$ cat src/rtl/assert_macros.svh
// Assertion macros included by the timed_button_auto_release RTL file.
// Each macro checks a property on the rising edge of clk, disabled in reset.
`ifndef ASSERT_MACROS_SVH
`define ASSERT_MACROS_SVH

// Check an implication that starts in the same cycle
`define ASSERT_SAME(label, ante, cons, msg) \
    label: assert property (@(posedge clk) disable iff (!rst_n) (ante) |-> (cons)) \
        else $error(msg);

// Check an implication whose consequent holds in the cycle after the antecedent
`define ASSERT_NEXT(label, ante, cons, msg) \
    label: assert property (@(posedge clk) disable iff (!rst_n) (ante) |=> (cons)) \
        else $error(msg);

`endif

$ cat src/rtl/tbar_pkg.sv
// ----------------------------------------------------------------------------
// tbar_pkg
// Types and constants of the timed button auto-release block.
// ----------------------------------------------------------------------------
package tbar_pkg;

    localparam int SLOT_COUNT = 8;
    localparam int BTN_W      = 17;
    localparam int TIME_W     = 32;
    localparam int STICK_W    = 16;

    localparam logic [STICK_W-1:0] STICK_CENTRE = 16'h0800;

    typedef enum logic [1:0] {
        OP_PRESS   = 2'd0,
        OP_RELEASE = 2'd1,
        OP_STICK   = 2'd2,
        OP_TICK    = 2'd3
    } op_t;

    // Command from the control path to the slot pool
    typedef struct packed {
        logic               alloc;
        logic               release_all;
        logic               tick;
        logic               is_stick;
        logic               left;
        logic [TIME_W-1:0]  expiry;
        logic [BTN_W-1:0]   owned;
        logic [TIME_W-1:0]  now;
    } slot_cmd_t;

    // Status from the slot pool back to the control path
    typedef struct packed {
        logic               free_found;
        logic               slots_busy;
        logic               any_expired;
        logic [BTN_W-1:0]   expired_buttons;
        logic               centre_left;
        logic               centre_right;
    } slot_stat_t;

endpackage

$ cat src/rtl/tbar_slots.sv
// ----------------------------------------------------------------------------
// tbar_slots
// Pool of timed-action slots: free-slot search, allocation, expiry and release-all.
// ----------------------------------------------------------------------------
module tbar_slots (
    input  logic                clk,
    input  logic                rst_n,
    input  tbar_pkg::slot_cmd_t cmd,
    output tbar_pkg::slot_stat_t stat
);
    import tbar_pkg::*;

    logic [SLOT_COUNT-1:0] active_reg;
    logic [SLOT_COUNT-1:0] active_next;
    logic [SLOT_COUNT-1:0] is_stick_reg;
    logic [SLOT_COUNT-1:0] left_reg;
    logic [TIME_W-1:0]     expiry_reg [SLOT_COUNT];
    logic [BTN_W-1:0]      owned_reg  [SLOT_COUNT];

    logic [SLOT_COUNT-1:0] free_onehot;
    logic [SLOT_COUNT-1:0] expired;
    logic                  do_alloc;

    // Pick the lowest free slot
    assign free_onehot = ~active_reg & (active_reg + SLOT_COUNT'(1));
    assign do_alloc    = cmd.alloc && (|(~active_reg));

    // Compare every active slot against the current time
    always_comb
    begin
        stat.expired_buttons = '0;
        stat.centre_left     = 1'b0;
        stat.centre_right    = 1'b0;
        for (int i = 0; i < SLOT_COUNT; i++)
        begin
            expired[i] = cmd.tick && active_reg[i] && (cmd.now >= expiry_reg[i]);
            if (expired[i] && !is_stick_reg[i])
            begin
                stat.expired_buttons = stat.expired_buttons | owned_reg[i];
            end
            if (expired[i] && is_stick_reg[i] && left_reg[i])
            begin
                stat.centre_left = 1'b1;
            end
            if (expired[i] && is_stick_reg[i] && !left_reg[i])
            begin
                stat.centre_right = 1'b1;
            end
        end
        stat.free_found  = |(~active_reg);
        stat.slots_busy  = |active_reg;
        stat.any_expired = |expired;
    end

    // Advance the active bits
    always_comb
    begin
        if (cmd.release_all)
        begin
            active_next = '0;
        end
        else if (cmd.tick)
        begin
            active_next = active_reg & ~expired;
        end
        else if (do_alloc)
        begin
            active_next = active_reg | free_onehot;
        end
        else
        begin
            active_next = active_reg;
        end
    end

    always_ff @(posedge clk or negedge rst_n)
    begin
        if (!rst_n)
        begin
            active_reg <= '0;
        end
        else
        begin
            active_reg <= active_next;
        end
    end

    // Record the slot contents on allocation
    always_ff @(posedge clk)
    begin
        for (int i = 0; i < SLOT_COUNT; i++)
        begin
            if (do_alloc && free_onehot[i])
            begin
                is_stick_reg[i] <= cmd.is_stick;
                left_reg[i]     <= cmd.left;
                expiry_reg[i]   <= cmd.expiry;
                owned_reg[i]    <= cmd.owned;
            end
        end
    end

endmodule

$ cat src/rtl/timed_button_auto_release.sv
// ----------------------------------------------------------------------------
// timed_button_auto_release
// Controller state with timed button presses and stick moves that release
// themselves when their slot expires.
// ----------------------------------------------------------------------------
// Usage:
//   Input channel (in_valid / in_stall) carries one command word: press,
//   release, stick move or tick, with the time and fields it needs.
//   Output channel (out_valid / out_stall) returns one result word per
//   command: held buttons, both stick positions, push report, accepted flag
//   and busy flag, all as they stand after the command.
//   An accepted word lands in an input register; from there it updates the
//   state and shows its result once the result side is free.
//   Throughput is one word per cycle while the receiver does not stall:
//   all slots are searched and compared against the time in parallel
//   within the single update stage.
//   When the receiver stalls, the result holds and the state does not move;
//   one more word may wait in the input register, then in_stall rises.
//   Reset frees all slots, clears the buttons, centres both sticks at 0x800
//   and clears the change flag; both channels come up empty.
// ----------------------------------------------------------------------------
module timed_button_auto_release (
    input  logic                              clk,
    input  logic                              rst_n,
    input  logic                              in_valid,
    output logic                              in_stall,
    input  logic [1:0]                        operation,
    input  logic [tbar_pkg::TIME_W-1:0]       current_time,
    input  logic [tbar_pkg::BTN_W-1:0]        button_mask,
    input  logic                              release_all,
    input  logic                              stick_select,
    input  logic signed [tbar_pkg::STICK_W-1:0] stick_x,
    input  logic signed [tbar_pkg::STICK_W-1:0] stick_y,
    input  logic [tbar_pkg::TIME_W-1:0]       duration_ticks,
    output logic                              out_valid,
    input  logic                              out_stall,
    output logic [tbar_pkg::BTN_W-1:0]        buttons,
    output logic [tbar_pkg::STICK_W-1:0]      left_stick_x,
    output logic [tbar_pkg::STICK_W-1:0]      left_stick_y,
    output logic [tbar_pkg::STICK_W-1:0]      right_stick_x,
    output logic [tbar_pkg::STICK_W-1:0]      right_stick_y,
    output logic                              push_report,
    output logic                              accepted,
    output logic                              busy_res
);
    import tbar_pkg::*;

    `include "assert_macros.svh"

    // Input register
    logic                 in_full_reg;
    op_t                  op_reg;
    logic [TIME_W-1:0]    now_reg;
    logic [BTN_W-1:0]     mask_reg;
    logic                 all_reg;
    logic                 left_reg;
    logic [STICK_W-1:0]   sx_reg;
    logic [STICK_W-1:0]   sy_reg;
    logic [TIME_W-1:0]    dur_reg;

    // Controller state, which also serves as the result register
    logic [BTN_W-1:0]     held_reg,  held_next;
    logic [STICK_W-1:0]   lx_reg,    lx_next;
    logic [STICK_W-1:0]   ly_reg,    ly_next;
    logic [STICK_W-1:0]   rx_reg,    rx_next;
    logic [STICK_W-1:0]   ry_reg,    ry_next;
    logic                 changed_reg, changed_next;
    logic                 push_reg,  push_next;
    logic                 acc_reg,   acc_next;
    logic                 out_valid_reg;

    logic                 advance;
    logic                 in_take;
    slot_cmd_t            cmd;
    slot_stat_t           stat;

    // Move the held word into the update stage when the result side is free
    assign advance  = in_full_reg && (!out_valid_reg || !out_stall);
    assign in_stall = in_full_reg && !advance;
    assign in_take  = in_valid && !in_stall;

    always_ff @(posedge clk or negedge rst_n)
    begin
        if (!rst_n)
        begin
            in_full_reg <= 1'b0;
        end
        else if (in_take)
        begin
            in_full_reg <= 1'b1;
        end
        else if (advance)
        begin
            in_full_reg <= 1'b0;
        end
    end

    // Hold the input word
    always_ff @(posedge clk)
    begin
        if (in_take)
        begin
            op_reg   <= op_t'(operation);
            now_reg  <= current_time;
            mask_reg <= button_mask;
            all_reg  <= release_all;
            left_reg <= stick_select;
            sx_reg   <= stick_x;
            sy_reg   <= stick_y;
            dur_reg  <= duration_ticks;
        end
    end

    // Drive the slot pool
    always_comb
    begin
        cmd.alloc       = advance && ((op_reg == OP_PRESS) || (op_reg == OP_STICK));
        cmd.release_all = advance && (op_reg == OP_RELEASE) && all_reg;
        cmd.tick        = advance && (op_reg == OP_TICK);
        cmd.is_stick    = (op_reg == OP_STICK);
        cmd.left        = (op_reg == OP_STICK) && left_reg;
        cmd.expiry      = now_reg + dur_reg;
        cmd.owned       = (op_reg == OP_STICK) ? '0 : mask_reg;
        cmd.now         = now_reg;
    end

    tbar_slots u_slots (
        .clk   (clk),
        .rst_n (rst_n),
        .cmd   (cmd),
        .stat  (stat)
    );

    // Update the controller state for one command
    always_comb
    begin
        held_next    = held_reg;
        lx_next      = lx_reg;
        ly_next      = ly_reg;
        rx_next      = rx_reg;
        ry_next      = ry_reg;
        changed_next = changed_reg;
        push_next    = 1'b0;
        acc_next     = 1'b1;
        unique case (op_reg)
            OP_PRESS:
            begin
                if (stat.free_found)
                begin
                    held_next    = held_reg | mask_reg;
                    changed_next = 1'b1;
                end
                else
                begin
                    acc_next = 1'b0;
                end
            end
            OP_STICK:
            begin
                if (stat.free_found)
                begin
                    if (left_reg)
                    begin
                        lx_next = sx_reg;
                        ly_next = sy_reg;
                    end
                    else
                    begin
                        rx_next = sx_reg;
                        ry_next = sy_reg;
                    end
                    changed_next = 1'b1;
                end
                else
                begin
                    acc_next = 1'b0;
                end
            end
            OP_RELEASE:
            begin
                if (all_reg)
                begin
                    held_next = '0;
                    lx_next   = STICK_CENTRE;
                    ly_next   = STICK_CENTRE;
                    rx_next   = STICK_CENTRE;
                    ry_next   = STICK_CENTRE;
                end
                else
                begin
                    held_next = held_reg & ~mask_reg;
                end
                changed_next = 1'b1;
            end
            OP_TICK:
            begin
                held_next = held_reg & ~stat.expired_buttons;
                if (stat.centre_left)
                begin
                    lx_next = STICK_CENTRE;
                    ly_next = STICK_CENTRE;
                end
                if (stat.centre_right)
                begin
                    rx_next = STICK_CENTRE;
                    ry_next = STICK_CENTRE;
                end
                push_next    = changed_reg || stat.any_expired;
                changed_next = 1'b0;
            end
            default:
            begin
                acc_next = 1'b1;
            end
        endcase
    end

    always_ff @(posedge clk or negedge rst_n)
    begin
        if (!rst_n)
        begin
            held_reg      <= '0;
            lx_reg        <= STICK_CENTRE;
            ly_reg        <= STICK_CENTRE;
            rx_reg        <= STICK_CENTRE;
            ry_reg        <= STICK_CENTRE;
            changed_reg   <= 1'b0;
            push_reg      <= 1'b0;
            acc_reg       <= 1'b1;
            out_valid_reg <= 1'b0;
        end
        else
        begin
            if (advance)
            begin
                held_reg    <= held_next;
                lx_reg      <= lx_next;
                ly_reg      <= ly_next;
                rx_reg      <= rx_next;
                ry_reg      <= ry_next;
                changed_reg <= changed_next;
                push_reg    <= push_next;
                acc_reg     <= acc_next;
            end
            // Drop the result once taken, raise it when a new one lands
            if (advance)
            begin
                out_valid_reg <= 1'b1;
            end
            else if (!out_stall)
            begin
                out_valid_reg <= 1'b0;
            end
        end
    end

    assign out_valid     = out_valid_reg;
    assign buttons       = held_reg;
    assign left_stick_x  = lx_reg;
    assign left_stick_y  = ly_reg;
    assign right_stick_x = rx_reg;
    assign right_stick_y = ry_reg;
    assign push_report   = push_reg;
    assign accepted      = acc_reg;
    assign busy_res      = stat.slots_busy;

    // An empty input register never stalls the sender
    `ASSERT_SAME(a_empty_no_stall, !in_full_reg, !in_stall, "stall with empty input register")
    // Release-all leaves no slot active
    `ASSERT_NEXT(a_release_all_idle, cmd.release_all, !busy_res, "slot active after release-all")
    // A refused command means every slot was taken
    `ASSERT_SAME(a_refused_busy, out_valid && !accepted, busy_res, "refused with a free slot")

endmodule
$ cat config.mk
export PLATFORM = sky130hd
export DESIGN_NAME = timed_button_auto_release
export DESIGN_NICKNAME = d
export VERILOG_FILES = /design/src/rtl/tbar_pkg.sv /design/src/rtl/tbar_slots.sv /design/src/rtl/timed_button_auto_release.sv
export VERILOG_INCLUDE_DIRS = /design/src /design/src/rtl
export SDC_FILE = /design/constraint.sdc
export NUM_CORES = 1
export LEC_CHECK = 0
export BUFFER_PORTS_ARGS = -buffer_cell sky130_fd_sc_hd__buf_4
export CAP_MARGIN = 25
export CORE_MARGIN = 2
export CORE_UTILIZATION = 35
export DETAILED_ROUTE_END_ITERATION = 12
export PLACE_DENSITY = 0.53
export SYNTH_ARGS = -nofsm -noshare
export SYNTH_HDL_FRONTEND = slang
export SYNTH_HIERARCHICAL = 1
export SYNTH_SLANG_ARGS = --single-unit
$ cat constraint.sdc
create_clock -name clk -period 11.59 [get_ports clk]
set_input_delay 0 -clock clk [delete_from_list [all_inputs] [get_ports clk]]
set_output_delay 0 -clock clk [all_outputs]
set_load 0.02 [all_outputs]
Word level (Yosys, flattened, before mapping)
Memory sizes are Yosys's and may differ from the RTL's.
Cells that the tools add are included.

word-level totals
  RAM bits = 392
  register bits after elaboration = 227
  input bits = 121
  memories = 2
  word-level logic and storage cells = 304

memories
  name                words  bits a word  rd ports  clocked after Yosys merged registers in  write ports  line              RTL
  u_slots.expiry_reg  8      32           8         0                                        1            tbar_slots.sv:17  logic [TIME_W-1:0] expiry_reg [SLOT_COUNT];
  u_slots.owned_reg   8      17           8         0                                        1            tbar_slots.sv:18  logic [BTN_W-1:0] owned_reg [SLOT_COUNT];

operators by class
  muxes and demuxes = 113
  eq/ne operators = 12
  reductions and logical operators = 115
  order comparisons = 8
  bitwise gates (word level) = 17
  add/subtract/negate cells = 2

operator list
  cell                                                            number
  17-bit 2-to-1 mux                                               18
  32-bit greater-or-equal comparator                              8
  32-bit 2-to-1 mux                                               7
  32-bit OR reduction                                             7
  16-bit case mux with 3 select lines                             4
  16-bit 2-to-1 mux                                               11
  17-bit bitwise OR                                               8
  17-bit OR reduction                                             7
  1-bit logical AND                                               65
  1-bit 2-to-1 mux                                                54
  17-bit case mux with 3 select lines                             1
  3-bit 2-to-1 mux                                                14
  17-bit bitwise AND                                              2
  17-bit NOT                                                      2
  32-bit adder                                                    1
  8-bit 2-to-1 mux                                                3
  8-bit OR reduction                                              3
  1-bit zero test                                                 20
  8-bit bitwise AND                                               2
  8-bit NOT                                                       2
  2-bit inequality test (second input constant)                   7
  6-bit AND reduction                                             2
  3-bit nonzero test                                              3
  8-bit by 1-bit adder with 8-bit output (second input constant)  1
  11 further kinds                                                15

Longest topological paths before layout
  depth in word-level cells = 25
  mapped depth = 16

Cells and area by module
The synthesis kept the hierarchy.

modules (own cells, without submodules)
  module                     area each (sq um)  sequential area each (sq um)  times used  cells an instance
  tbar_slots                 20,440.9           12,451.9                      1           1,579
  timed_button_auto_release  8,917.3            5,671.7                       1           644

Worst setup path before layout
Ideal clock, no wire load.

  path kind = register to register
  start = register out_valid_reg (netlist: out_valid)
  end = memory u_slots.expiry_reg[2][0] (netlist: u_slots/expiry_reg[0][64]), enable pin
  arrival time = 3.537 ns
  path slack = 7.588 ns
  cell stages (with the launch flop) = 6
  clock period less this slack = 4.002 ns
  data required time = 11.125 ns
  cells stage by stage = dfrtp_1 > nand2_1 > nand2_1 > nor2_1 > and4_1 > nor2b_1

RTL lines
  item                    line                              RTL
  start, declared         timed_button_auto_release.sv:70   logic out_valid_reg;
  start signal, assigned  timed_button_auto_release.sv:230  out_valid_reg <= 1'b0;
  start signal, assigned  timed_button_auto_release.sv:248  out_valid_reg <= 1'b1;
  start signal, assigned  timed_button_auto_release.sv:252  out_valid_reg <= 1'b0;
  end, declared           tbar_slots.sv:17

==> impl_metrics.ini <==
[placement]
place_hpwl_um = 53600
port_buffers = 206
post-place-ws_ps = 7100
place_congestion = 0.872

[routing]
drt_iter0_markers = 1300
drtAntennaViolNets = 0
drc = 0
dr.pass1.iters = 5
via_per_inst = 5.12
routed-via-count = 19196
wl_um = 79500
routedWlPerCell_um = 21.2

[clock_network]
cts_setup_buffers = 0
numCtsBuffers = 73
cts-root-buf = clkbuf_16
cts_tree = built
clk_pin_slew_ps = 60
htreeDepth = 3
cts_num_sinks = 619
clockBufferDepth = 3
insertion_delay_ps = 640

[status]
status = complete, no violations

[finish]
antenna_cells = 0
fillers = 7612
fin_nets = 3021
largest_reg_flops = 256
drive_gt1_share_pct = 16.8
final-seq-area_um2 = 18100
multi_input_area_um2 = 10100
syn2layout_area_growth_pct = 22.5

[power_and_ir_drop]
static-leakage-power_nw = 14.6
total_power_mw = 5.92
pwr_density_cell_nw_per_um2 = 164
peakVddDrop_mv = 0.115

[critical_path]
startpoint_type = flop
critPathRequiredTime_ps = 12090
crit_type = flop to flop
critPathArrivalTime_ps = 4960
crit_path_max_fanout = 34
end_kind = flop

[sta]
fmax_ghz = 0.224
fin_crit_sh_pct = 38.4
setup_viol = 0
skew_ps = 31.5
hold_viol = 0
min_period_ps = 4450
tns_ps = 0
drv_slew = 0
worst_pin_slew_ps = 1100
maxSlewHeadroom_pct = 26.1
rsz0062_at_grt = no
postLayoutSetupSlackWorst_ps = 7140

[floorplan]
fp.dieArea_um2 = 86200
num_rows = 106
boundaryPins = 207
die_h_um = 294
initial_core_util_pct = 35.2
die_width_um = 294
core_um2 = 83300

[synth]
netlist_instances = 2223
synth_area_per_cell_um2 = 13.2
async_flop_share_pct = 15.2
yosys.area.top_type = edfxtp_1
netlist_area_um2 = 29400
syn-num-nets = 2632
yosysSeqAreaShare_pct = 61.7
synth_top_area_share_pct = 53.7
synth_top_flop_cell = edfxtp_1
yosys_register_bits = 619
synth_cell_type_count = 87
synth_enable_flop_cells = 525
ys_warn_count = 6
synth.area.top_cells = edfxtp_1 (54%), ha_1 (12%), dfrtp_1 (7.6%)
synth_commonest_cells = edfxtp_1 (525), ha_1 (287), inv_1 (273)
synth.most_common_cell = edfxtp_1

[global_route]
grt_pass1_wl_um = 120000
grt_pass1_vias = 19765
grt_usage_pct = 18.5
grt_antenna_before_repair = 1
grt_max_degree = 74
grt_overflow = 0

[hold_path]
hold_class = input port to flop

[run]
cap_violations = 0
==> per-layer routing <==
layer	wire length (um)	track usage, %	vias to the layer above
li1	-	-	9059
met1	36100	25.1	9506
met2	37600	30.5	501
met3	3720	2.79	130
met4	2100	5.65	0
met5	0	0	-
==> metrics by stage <==
stage / hold WS, ps / cells / cell area [um2] / utilization (%)
global route: 54.1 / 3747 / 36000 / 43.2
detailed placement: -77.2 / 3492 / 32400 / 38.8
CTS: 29.2 / 3745 / 35900 / 43.1
floorplan: -296 / 2223 / 29400 / -
finish: 78.5 / 3747 / 36000 / 43.2
global placement: -85.0 / 3487 / 32300 / 38.8
==> cell usage in the layout, fill, tap and decap left out, types with 12 or more instances in the layout <==
master / instances
nand3_1: 33
nor2b_1: 40
xor2_1: 13
nor4_1: 12
a31oi_1: 12
buf_4: 226
a21o_1: 20
a211oi_1: 20
o221ai_1: 17
mux2_2: 60
a21oi_1: 136
edfxtp_1: 525
dfrtp_1: 89
a22oi_1: 26
ha_1: 287
a22o_1: 19
xnor2_1: 15
nand2_1: 132
clkbuf_1: 26
clkbuf_16: 76
and2_1: 36
nand4_1: 60
nor3_1: 17
dlygate4sd3_1: 123
o211ai_1: 16
nor2_1: 98
o21ai_0: 61
inv_1: 273
==> power by group <==
part / total, mW / switching (mW) / internal (mW) / leakage, nW
clock: 2.25 / 0.923 / 1.33 / 1.13
combinational: 0.916 / 0.550 / 0.366 / 7.50
sequential: 2.75 / 0.107 / 2.64 / 5.98
total: 5.92 / 1.58 / 4.34 / 14.6
==> area by class of cell <==
type | instances | share of cell area (%)
inverters | 273 | 2.85
repair buffers | 354 | 8.39
multi-input cells | 1291 | 28.1
clock buffers | 113 | 5.98
clock inverters | 17 | 0.536
flip-flops and latches | 619 | 50.4
well taps | 1080 | 3.76
==> path summary, 6_finish.rpt <==
kind	from	endpoint	slack (ps)	cells after the start
setup / recovery	now_reg[1]	left_stick_x[9]	7140	13
hold / removal	current_time[5]	now_reg[5]	80	2
setup reg to reg	now_reg[1]	left_stick_x[9]	7140	13
hold reg to reg	buttons[16]	buttons[16]	500	1
max in group asynchronous	rst_n	right_stick_x[8]	9790	4
min in group asynchronous	rst_n	left_stick_y[11]	470	3
==> critical path, cell delays in order, from the launching register on <==
cell and delay [ps]:
edfxtp_1 570, ha_1 390, o21ai_0 220, nor2_1 80, o311ai_0 560, nand3_1 200
a311oi_1 670, a21oi_1 240, a31oi_1 220, nand4_1 120, o21ai_0 320, a21oi_4 90
buf_4 310, mux2_2 340
==> kinds of logic after synthesis <==
family	share of synthesized area, %
buffers and inverters	4.17
AND/OR/NAND/NOR	8.48
adder cells (fa/ha/maj)	12.3
flip-flops	61.7
multiplexers	2.30
XOR/XNOR	0.835
AO/OA/AOI/OAI	10.2
==> timing repair <==
action | in CTS | in global routing
gates resized for setup | 0 | 0
hold endpoints to repair | 190 | 0
hold buffers | 123 | 0
Power figures use the tool's default switching activity.
